## src/design/chunked_transfer_decoder_assert.svh

```systemverilog
// Assertion macros for the chunked transfer decoder.
// No dependencies; taken in by `include where assertions are written.
`ifndef CHUNKED_TRANSFER_DECODER_ASSERT_SVH
`define CHUNKED_TRANSFER_DECODER_ASSERT_SVH

// Clocked check, held off while reset is asserted.
`define CTD_ASSERT(label, clk, rst_n, prop) \
  label: assert property (@(posedge clk) disable iff (!(rst_n)) (prop)) \
    else $error("chunked_transfer_decoder: assertion failed");

// Clocked check that also holds during reset.
`define CTD_ASSERT_ALWAYS(label, clk, prop) \
  label: assert property (@(posedge clk) (prop)) \
    else $error("chunked_transfer_decoder: assertion failed");

`endif

```

## src/design/ctd_pkg.sv

```systemverilog
// Shared types, codes and helpers for the chunked transfer decoder.
// No dependencies.
package ctd_pkg;

  localparam int unsigned SIZE_BITS_DEF = 32;
  localparam int unsigned HEX_BITS      = 4;   // one hex digit per size byte

  localparam logic [7:0] CH_CR = 8'h0D;
  localparam logic [7:0] CH_LF = 8'h0A;

  // framing phases
  localparam logic [2:0] PH_SIZE     = 3'd0;
  localparam logic [2:0] PH_SIZE_LF  = 3'd1;
  localparam logic [2:0] PH_DATA     = 3'd2;
  localparam logic [2:0] PH_DATA_CR  = 3'd3;
  localparam logic [2:0] PH_DATA_LF  = 3'd4;
  localparam logic [2:0] PH_TRAILERS = 3'd5;

  // parse status
  localparam logic [1:0] ST_RUN  = 2'd0;
  localparam logic [1:0] ST_DONE = 2'd1;
  localparam logic [1:0] ST_BAD  = 2'd2;

  // byte kinds
  localparam logic [1:0] KIND_FRAME   = 2'd0;
  localparam logic [1:0] KIND_BODY    = 2'd1;
  localparam logic [1:0] KIND_TRAILER = 2'd2;

  typedef struct packed {
    logic       valid;
    logic [3:0] value;
  } ctd_hex_t;

  typedef struct packed {
    logic [1:0] parse_status;
    logic       end_of_chunk;
    logic [1:0] byte_kind;
    logic [7:0] out_byte;
  } ctd_result_t;

  function automatic ctd_hex_t hex_decode(input logic [7:0] b);
    ctd_hex_t h;
    h.valid = 1'b1;
    h.value = 4'd0;
    if (b >= 8'h30 && b <= 8'h39) begin
      h.value = 4'(b - 8'h30);
    end else if (b >= 8'h61 && b <= 8'h66) begin
      h.value = 4'(b - 8'h57);
    end else if (b >= 8'h41 && b <= 8'h46) begin
      h.value = 4'(b - 8'h37);
    end else begin
      h.valid = 1'b0;
    end
    return h;
  endfunction

endpackage

```

## src/design/chunked_transfer_decoder.sv

```systemverilog
// Top level of the chunked transfer decoder: input slice, parser, output slice.
// Depends on ctd_pkg, ctd_pipe_reg and ctd_parser.
//
//  channel  dir  tdata                         tuser       tlast
//  s_axis   in   [7:0] data_byte               -           -
//  m_axis   out  [7:0] out_byte,               [1:0]       end_of_chunk
//                [9:8] parse_status, pad to 16  byte_kind
//
// One word per cycle sustained while m_axis is ready; a byte accepted on s_axis
// sits in the input slice, is classified into the result slice and then leaves
// m_axis. The parser state advances only when a byte moves from the input slice
// into the output slice, so a stalled m_axis holds the state and back-pressures
// s_axis once both slices are full. Reset (rst_ni low, asynchronous) empties both
// slices and returns the parser to the size line phase.
module chunked_transfer_decoder #(
  parameter int unsigned SIZE_BITS = ctd_pkg::SIZE_BITS_DEF
) (
  input  logic        clk_i,
  input  logic        rst_ni,
  input  logic        s_axis_tvalid_i,
  output logic        s_axis_tready_o,
  input  logic [7:0]  s_axis_tdata_i,   // [7:0] data_byte
  output logic        m_axis_tvalid_o,
  input  logic        m_axis_tready_i,
  output logic [15:0] m_axis_tdata_o,   // [7:0] out_byte, [9:8] parse_status, rest zero
  output logic [1:0]  m_axis_tuser_o,   // [1:0] byte_kind
  output logic        m_axis_tlast_o    // end_of_chunk
);

  localparam int unsigned ResW = $bits(ctd_pkg::ctd_result_t);

  logic                 in_valid;
  logic                 in_ready;
  logic [7:0]           in_byte;
  ctd_pkg::ctd_result_t res;
  logic [ResW-1:0]      out_word;

  // input slice: holds the byte under classification
  ctd_pipe_reg #(
    .WIDTH (8)
  ) u_in_reg (
    .clk_i   (clk_i),
    .rst_ni  (rst_ni),
    .valid_i (s_axis_tvalid_i),
    .ready_o (s_axis_tready_o),
    .data_i  (s_axis_tdata_i),
    .valid_o (in_valid),
    .ready_i (in_ready),
    .data_o  (in_byte)
  );

  // parser consumes the held byte only when the result slice can take it
  ctd_parser #(
    .SIZE_BITS (SIZE_BITS)
  ) u_parser (
    .clk_i  (clk_i),
    .rst_ni (rst_ni),
    .adv_i  (in_valid && in_ready),
    .byte_i (in_byte),
    .res_o  (res)
  );

  // result slice
  ctd_pipe_reg #(
    .WIDTH (ResW)
  ) u_out_reg (
    .clk_i   (clk_i),
    .rst_ni  (rst_ni),
    .valid_i (in_valid),
    .ready_o (in_ready),
    .data_i  (res),
    .valid_o (m_axis_tvalid_o),
    .ready_i (m_axis_tready_i),
    .data_o  (out_word)
  );

  ctd_pkg::ctd_result_t out_res;
  assign out_res = ctd_pkg::ctd_result_t'(out_word);

  assign m_axis_tdata_o = {6'd0, out_res.parse_status, out_res.out_byte};
  assign m_axis_tuser_o = out_res.byte_kind;
  assign m_axis_tlast_o = out_res.end_of_chunk;

endmodule

```

## src/design/ctd_pipe_reg.sv

```systemverilog
// Valid/ready register slice carrying one word of WIDTH bits.
// No dependencies.
module ctd_pipe_reg #(
  parameter int unsigned WIDTH = 8
) (
  input  logic             clk_i,
  input  logic             rst_ni,
  input  logic             valid_i,
  output logic             ready_o,
  input  logic [WIDTH-1:0] data_i,
  output logic             valid_o,
  input  logic             ready_i,
  output logic [WIDTH-1:0] data_o
);

  logic             valid_q;
  logic [WIDTH-1:0] data_q;

  // refill whenever empty or the held word leaves this cycle
  assign ready_o = !valid_q || ready_i;

  always_ff @(posedge clk_i or negedge rst_ni) begin
    if (!rst_ni) begin
      valid_q <= 1'b0;
    end else if (ready_o) begin
      valid_q <= valid_i;
    end
  end

  always_ff @(posedge clk_i) begin
    if (valid_i && ready_o) begin
      data_q <= data_i;
    end
  end

  assign valid_o = valid_q;
  assign data_o  = data_q;

endmodule

```

## src/design/ctd_parser.sv

```systemverilog
// Framing state and per-byte classification of the chunked decoder.
// Depends on ctd_pkg and chunked_transfer_decoder_assert.svh.
`include "chunked_transfer_decoder_assert.svh"

module ctd_parser #(
  parameter int unsigned SIZE_BITS = ctd_pkg::SIZE_BITS_DEF
) (
  input  logic                clk_i,
  input  logic                rst_ni,
  input  logic                adv_i,     // byte is consumed this cycle
  input  logic [7:0]          byte_i,
  output ctd_pkg::ctd_result_t res_o
);

  logic [2:0]           phase_q, phase_d;
  logic [SIZE_BITS-1:0] accum_q, accum_d;
  logic                 nonempty_q, nonempty_d;
  logic                 bad_q, bad_d;
  logic [SIZE_BITS-1:0] left_q, left_d;
  logic [1:0]           status_q, status_d;

  always_comb begin
    ctd_pkg::ctd_hex_t hex;
    logic [1:0] kind;
    logic       eoc;
    hex        = ctd_pkg::hex_decode(byte_i);
    kind       = ctd_pkg::KIND_FRAME;
    eoc        = 1'b0;
    phase_d    = phase_q;
    accum_d    = accum_q;
    nonempty_d = nonempty_q;
    bad_d      = bad_q;
    left_d     = left_q;
    status_d   = status_q;

    if (status_q == ctd_pkg::ST_BAD) begin
      kind = ctd_pkg::KIND_FRAME;
    end else if (status_q == ctd_pkg::ST_DONE) begin
      kind = ctd_pkg::KIND_TRAILER;
    end else begin
      unique case (phase_q)
        ctd_pkg::PH_SIZE: begin
          if (byte_i == ctd_pkg::CH_CR) begin
            phase_d = ctd_pkg::PH_SIZE_LF;
          end else if (byte_i == ctd_pkg::CH_LF) begin
            status_d = ctd_pkg::ST_BAD;
          end else begin
            nonempty_d = 1'b1;
            if (!hex.valid) begin
              bad_d = 1'b1;
            end else if (!bad_q) begin
              // top digit occupied: one more digit would overflow
              if (accum_q[SIZE_BITS-1 -: ctd_pkg::HEX_BITS] != '0) begin
                bad_d = 1'b1;
              end else begin
                accum_d = {accum_q[SIZE_BITS-ctd_pkg::HEX_BITS-1:0], hex.value};
              end
            end
          end
        end
        ctd_pkg::PH_SIZE_LF: begin
          if (byte_i != ctd_pkg::CH_LF || !nonempty_q || bad_q) begin
            status_d = ctd_pkg::ST_BAD;
          end else begin
            left_d     = accum_q;
            accum_d    = '0;
            nonempty_d = 1'b0;
            bad_d      = 1'b0;
            if (accum_q == '0) begin
              phase_d  = ctd_pkg::PH_TRAILERS;
              status_d = ctd_pkg::ST_DONE;
            end else begin
              phase_d = ctd_pkg::PH_DATA;
            end
          end
        end
        ctd_pkg::PH_DATA: begin
          kind   = ctd_pkg::KIND_BODY;
          left_d = left_q - SIZE_BITS'(1);
          if (left_q == SIZE_BITS'(1)) begin
            eoc     = 1'b1;
            phase_d = ctd_pkg::PH_DATA_CR;
          end
        end
        ctd_pkg::PH_DATA_CR: begin
          if (byte_i != ctd_pkg::CH_CR) status_d = ctd_pkg::ST_BAD;
          else                          phase_d  = ctd_pkg::PH_DATA_LF;
        end
        ctd_pkg::PH_DATA_LF: begin
          if (byte_i != ctd_pkg::CH_LF) status_d = ctd_pkg::ST_BAD;
          else                          phase_d  = ctd_pkg::PH_SIZE;
        end
        default: begin
          phase_d  = ctd_pkg::PH_TRAILERS;
          status_d = ctd_pkg::ST_DONE;
          kind     = ctd_pkg::KIND_TRAILER;
        end
      endcase
    end

    res_o.out_byte     = byte_i;
    res_o.byte_kind    = kind;
    res_o.end_of_chunk = eoc;
    res_o.parse_status = status_d;
  end

  always_ff @(posedge clk_i or negedge rst_ni) begin
    if (!rst_ni) begin
      phase_q    <= ctd_pkg::PH_SIZE;
      accum_q    <= '0;
      nonempty_q <= 1'b0;
      bad_q      <= 1'b0;
      left_q     <= '0;
      status_q   <= ctd_pkg::ST_RUN;
    end else if (adv_i) begin
      phase_q    <= phase_d;
      accum_q    <= accum_d;
      nonempty_q <= nonempty_d;
      bad_q      <= bad_d;
      left_q     <= left_d;
      status_q   <= status_d;
    end
  end

  // invalid and done are both terminal
  `CTD_ASSERT(a_bad_sticky, clk_i, rst_ni, status_q == ctd_pkg::ST_BAD |=> status_q == ctd_pkg::ST_BAD)
  `CTD_ASSERT(a_done_sticky, clk_i, rst_ni, status_q == ctd_pkg::ST_DONE |=> status_q == ctd_pkg::ST_DONE)
  // a running data phase always has payload left
  `CTD_ASSERT(a_data_left, clk_i, rst_ni, (phase_q == ctd_pkg::PH_DATA && status_q == ctd_pkg::ST_RUN) |-> left_q != '0)

endmodule
```

## config.mk

```make
export PLATFORM = sky130hd
export DESIGN_NAME = chunked_transfer_decoder
export DESIGN_NICKNAME = d
export VERILOG_FILES = /design/src/design/ctd_pkg.sv /design/src/design/chunked_transfer_decoder.sv /design/src/design/ctd_pipe_reg.sv /design/src/design/ctd_parser.sv
export VERILOG_INCLUDE_DIRS = /design/src /design/src/design
export SDC_FILE = /design/constraint.sdc
export NUM_CORES = 1
export LEC_CHECK = 0
export BUFFER_PORTS_ARGS = -buffer_cell sky130_fd_sc_hd__clkbuf_2
export CORE_ASPECT_RATIO = 1.75
export CORE_UTILIZATION = 61
export DETAILED_ROUTE_END_ITERATION = 8
export PLACE_DENSITY = 0.78
export SETUP_SLACK_MARGIN = 0.4
export SLEW_MARGIN = 20
export SYNTH_ARGS = -nofsm -noshare
export SYNTH_HDL_FRONTEND = slang
export SYNTH_SLANG_ARGS = --single-unit
```

## constraint.sdc

```tcl
create_clock -name clk_i -period 3.95 [get_ports clk_i]
set_clock_uncertainty 0.1 [all_clocks]
set_input_delay 1.185 -clock clk_i [delete_from_list [all_inputs] [get_ports clk_i]]
set_output_delay 1.185 -clock clk_i [all_outputs]
set_load 0.05 [all_outputs]
```

# Word-level counts from Yosys, hierarchy flattened
# Cells that the tools add are included.
totals:
  register_bits: 94
  out_inout_bits: 21
classes:
  n_addsub: 4
  n_lt_le_gt_ge: 6
  n_eq_ne: 21
  mux: 44
  bitwise_logic: 3
  n_reduce_logical: 24
op_table:
  columns: ["op", "count"]
  rows:
  - ["two-way mux 32 bit", 7]
  - ["one-hot mux 32 bit (2 select lines)", 2]
  - ["equality test 32 x 1 -> 1 bit (second input constant)", 1]
  - ["logical NOT 32 bit", 1]
  - ["subtractor 32 x 1 -> 32 bit (second input constant)", 1]
  - ["two-way mux 2 bit", 9]
  - ["two-way mux 3 bit", 6]
  - ["equality test 8 x 4 -> 1 bit (second input constant)", 2]
  - ["greater-or-equal comparator 8 x 7 -> 1 bit (second input constant)", 2]
  - ["less-or-equal comparator 8 x 7 -> 1 bit (second input constant)", 2]
  - ["inequality test 8 x 4 -> 1 bit (second input constant)", 2]
  - ["one-hot mux 3 bit (5 select lines)", 1]
  - ["inequality test 2 bit (second input constant)", 7]
  - ["two-way mux 1 bit", 12]
  - ["two-way mux 4 bit", 3]
  - ["one-hot mux 2 bit (5 select lines)", 1]
  - ["AND reduction 10 bit", 1]
  - ["greater-or-equal comparator 8 x 6 -> 1 bit (second input constant)", 1]
  - ["less-or-equal comparator 8 x 6 -> 1 bit (second input constant)", 1]
  - ["AND reduction 8 bit", 1]
  - ["subtractor 4 x 3 -> 4 bit (second input constant)", 2]
  - ["AND reduction 7 bit", 1]
  - ["equality test 3 x 2 -> 1 bit (second input constant)", 2]
  - ["inequality test 2 x 1 -> 1 bit (second input constant)", 3]
  - ["18 further kinds", 31]

# Logic depth before layout (Yosys ltp)
depth:
  word_depth: 11
  ltp_mapped: 9

# Modules after synthesis
# From an unflattened synthesis, not the netlist that was laid out.
unflattened:
  hier_cells: 506
  hier_area_um2: 5058.6
modules_own_cells:
  columns: ["module", "instances", "cells_per_inst", "area_per_inst_um2"]
  rows:
  - ["ctd_parser", 1, 469, 4265.3]
  - ["ctd_pipe_reg (u_out_reg)", 1, 17, 444.2]
  - ["ctd_pipe_reg (u_in_reg)", 1, 12, 294.0]
  - ["chunked_transfer_decoder", 1, 8, 55.1]

# Least setup slack after synthesis
# OpenSTA, ideal clock, no wires.
synth_timing:
  path_kind: "input to output"
  from: "input m_axis_tready_i"
  to: "output s_axis_tready_o"
  arrival_time_ps: 1668
  t_required_ps: 2665
  setup_slack_ps: 997
  path_stages: 1
  n_path_buf: 0
  cell_sequence: "nand3b_1"
synth_between:
  elab_chain_len: 2
synth_rtl:
  columns: ["element", "line_no", "rtl"]
  rows:
  - ["start: declaration", "chunked_transfer_decoder.sv:24", "input logic m_axis_tready_i,"]
  - ["logical OR 1 bit (2 in series)", "ctd_pipe_reg.sv:20", "assign ready_o = !valid_q || ready_i;"]
  - ["end: declaration", "chunked_transfer_decoder.sv:21", "output logic s_axis_tready_o,"]
# Every way passes these cells.

# Worst setup path after layout
layout_timing:
  from: "register u_in_reg.data_q[6] (netlist: u_in_reg.data_o[6])"
  to: "register u_parser.left_q[27]"
layout_between:
  elab_chain_len: 5
layout_rtl:
  columns: ["element", "line_no", "rtl"]
  rows:
  - ["start: declaration", "ctd_pipe_reg.sv:17", "logic [WIDTH-1:0] data_q;"]
  - ["start signal: assignment", "ctd_pipe_reg.sv:32", "data_q <= data_i;"]
  - ["inequality test 8 x 4 -> 1 bit", "ctd_parser.sv:62", "if (byte_i != ctd_pkg::CH_LF || !nonempty_q || bad_q) begin"]
  - ["logical OR 1 bit (2 in series)", "ctd_parser.sv:62", null]
  - ["inequality test 2 bit (no line)", null, null]
  - ["AND reduction 5 bit (no line)", null, null]
  - ["end signal: assignment", "ctd_parser.sv:120", "left_q <= left_d;"]
  - ["end: declaration", "ctd_parser.sv:19", "logic [SIZE_BITS-1:0] left_q, left_d;"]
# Every way passes these cells.
# A chain may end at the register's enable or synchronous reset.

==> impl_metrics.ini <==
[route]
antenna_left = 0
met1_length_um = 4875
drt_iter0_drc = 307
wl_per_cell_um = 21.44
drc = 3
dr.pass1.iters = 7
via_per_inst = 6.789
wl_um = 13490
wl_met2_um = 7047
dr.max_layer_used = met4
vias = 4270
met3_length_um = 547

[place]
placement.io_buffers = 26
place_hpwl_um = 9531
gp_congestion = 0.9789
place_area_sq_um = 5293

[power]
p_sw_share_pct = 23.70
power_density_nw_per_um2 = 357.8
switching_power_mw = 0.4739
internal-power_mw = 1.526
ir_drop_mv = 0.2654
clockPowerShare_pct = 43.6
combPwrFrac_pct = 5.3
p_leak_nw = 2.381
p_seq_share_pct = 51.1

[timing]
setup_viol = 0
worstMarginPinSlew_ns = 0.6886
tns_ns = 0
rsz0062_at_grt = false
drv_slew = 0
fmax_ghz = 0.3265
slew_headroom_pct = 54.09
hold_violations = 0
period_minus_slack_ns = 3.063
min_period_over_period_pct = 77.55

[synth]
yosys-top-cells-count = 73 x dfrtp_1, 46 x nand2_1, 38 x nor2_1
avgSynthCellArea_sq_um = 9.860
yosysUniqueCellTypes = 68
synth-compound-area-share_pct = 17.35
synth_ff_type = dfrtp_1
postSynthCellCount = 517
synth_top_cells_by_area = dfrtp_1 36%, edfxtp_1 12%, mux2i_1 3.5%, mux2_2 3.5%, nand2_1 3.4%
synth_seq_cells = 94
synthMuxAreaShare_pct = 7.069
yosysSeqAreaShare_pct = 48.21
synth_xor_xnor_area_share_pct = 0.3436
yosys.area_share.adder_pct = 1.964
synthSimpleGateAreaFrac_pct = 19.56
synth_edf_count = 21
ys_warn_count = 0
yosys.area.top_type = dfrtp_1
yosysTopAreaCellShare_pct = 35.84
async_flop_share_pct = 77.66
yosysMostFrequentCell = dfrtp_1
synth_top_family_by_area = simple AND/OR/NAND/NOR gates
syn-cell-area_sq_um = 5097

[finish]
drive_gt1_share_pct = 13.73
final_nets = 554
fin_area_sq_um = 5589
diodes = 0
syn_to_final_growth_pct = 9.647
seq_area_sq_um = 2457
multi_input_area_sq_um = 2404
nFillCells = 612

[critical_path]
arrival_ns = 3.20
path_buf_inv = 0
worstReg2RegEnd = u_parser.left_q[27]
critPathLaunchType = register
worst_r2r_startpoint = u_in_reg.data_o[6]
cp-end-kind = register
worstSetupEndpoint = u_parser.left_q[27]
critPathKind = register to register
r2r_setup_slack_ns = 0.89
cp.depth = 5
slowest_stage = or4b_1
path_cells = or4b_1, or4_4, or3_1, o311a_1, a211o_1
path_max_fanout = 18
cp_top_family = simple AND/OR/NAND/NOR gates
critical-path-max-stage-delay_ns = 0.73
required_ns = 4.08
r2r_cells = 5
crit_start = u_in_reg.data_o[6]

[global_routing]
grt_max_degree = 47
gr-total-overflow = 0
grt_usage_pct = 33.29
antenna_found_initial = 0
grt_pass1_vias = 4278
grt_pass1_wl_um = 21670

[outcome]
status = finished with violations
failed_checks = DRC

[floorplan]
io_pins = 33
fp.dieArea_sq_um = 8740
core_sq_um = 8016
die_h_um = 122.9
initial_utilization_pct = 63.59
num_rows = 43
die_w_um = 71.10

[clock_network]
cts_resized = 0
insertion_delay_ns = 0.35
cts_sinks = 94
path_clk_slew_ns = 0.07
cts_setup_buffers = 0
h-tree-depth = 3
ctsHoldBuffers = 0
cts_tree = built
clockBufferDepth = 2
numCtsBuffers = 9
cts-root-buf = clkbuf_16

[job]
drv_cap = 0

[hold_path]
whs_path_depth = 0
hold_start = u_in_reg.data_o[6]
hold_path.class = register to register
-- registers in the layout, summed over array words and instances, names as in the netlist --
register / flops
u_parser.accum_q: 32
u_parser.left_q: 32
u_out_reg.data_o: 13
u_in_reg.data_o: 8
u_parser.phase_q: 3
u_parser.status_q: 2
u_in_reg.valid_o: 1
u_out_reg.valid_o: 1
u_parser.bad_q: 1
u_parser.nonempty_q: 1
-- kinds of logic after synthesis --
kind of cell,after synthesis
flip-flops,94
buffers and inverters,62
AND/OR/NAND/NOR,187
XOR/XNOR,2
adder cells (fa/ha/maj),8
multiplexers,34
AO/OA/AOI/OAI,129
other,1
-- worst min path at each step --
stage	slack [ns]	endpoint
2_1_floorplan	0.32	u_out_reg.data_o[2]
3_3_place_gp	0.36	u_out_reg.data_o[6]
3_5_place_dp	0.38	u_out_reg.data_o[6]
4_1_cts	0.40	u_out_reg.data_o[6]
5_1_grt	0.43	u_out_reg.data_o[7]
6_report	0.40	u_out_reg.data_o[6]
-- routing by layer --
layer	vias to the layer above	global-route usage, %
met1	2088	35.66
met2	162	57.03
met3	68	6.112
met5	-	0
met4	0	26.88
li1	1952	-
-- power by group through the flow --
stage | Sequential, mW | Combinational, mW | Clock (mW)
3_5_place_dp | 1.04 | 0.107 | 0
6_report | 1.02 | 0.106 | 0.871
5_1_grt | 1.02 | 0.113 | 0.921
4_1_cts | 1.02 | 0.107 | 0.881
2_1_floorplan | 1.07 | 0.0443 | 0
3_3_place_gp | 1.04 | 0.105 | 0
-- cell usage in the layout (no fill, tap or decap), drive strengths merged, types with 5 or more instances in the layout --
cell,n
ha,8
mux2i,18
nand3,9
nand4,7
o21ai,14
nand2,46
dfrtp,73
a31oi,6
edfxtp,21
and2,6
nor3,21
inv,30
a2bb2oi,6
nor2,38
or3,6
buf,11
clkbuf,34
nand2b,8
o31ai,5
or4,7
nor4,14
a21oi,32
nor3b,6
conb,6
mux2,16
o22ai,17
-- layout make-up --
| class | instances | share of cell area (%) |
|---|---|---|
| flip-flops and latches | 94 | 43.97 |
| multi-input cells | 366 | 43.00 |
| clock buffers | 9 | 4.030 |
| repair buffers | 36 | 3.895 |
| well taps | 90 | 2.015 |
| inverters | 27 | 1.813 |
| clock inverters | 7 | 1.276 |
-- per-stage QoR --
stage	hold slack, ns	instances	power (mW)	setup WS [ns]	utilization (%)
6_report	0.3965	629	2.000	0.8867	69.72
5_1_grt	0.4269	629	2.059	0.7962	69.72
4_1_cts	0.3996	629	2.011	0.9109	69.72
3_5_place_dp	0.3845	613	1.148	0.8862	66.02
3_3_place_gp	0.3613	613	1.145	0.9507	66.02
2_1_floorplan	0.3244	522	1.112	0.9967	-
-- worst reg2reg max path, stage by stage (launching register included) --
cell      delay [ns]
edfxtp_1        0.41
or4b_1          0.73
or4_4           0.72
or3_1           0.54
o311a_1         0.18
a211o_1         0.27
Power figures use the tool's default switching activity.
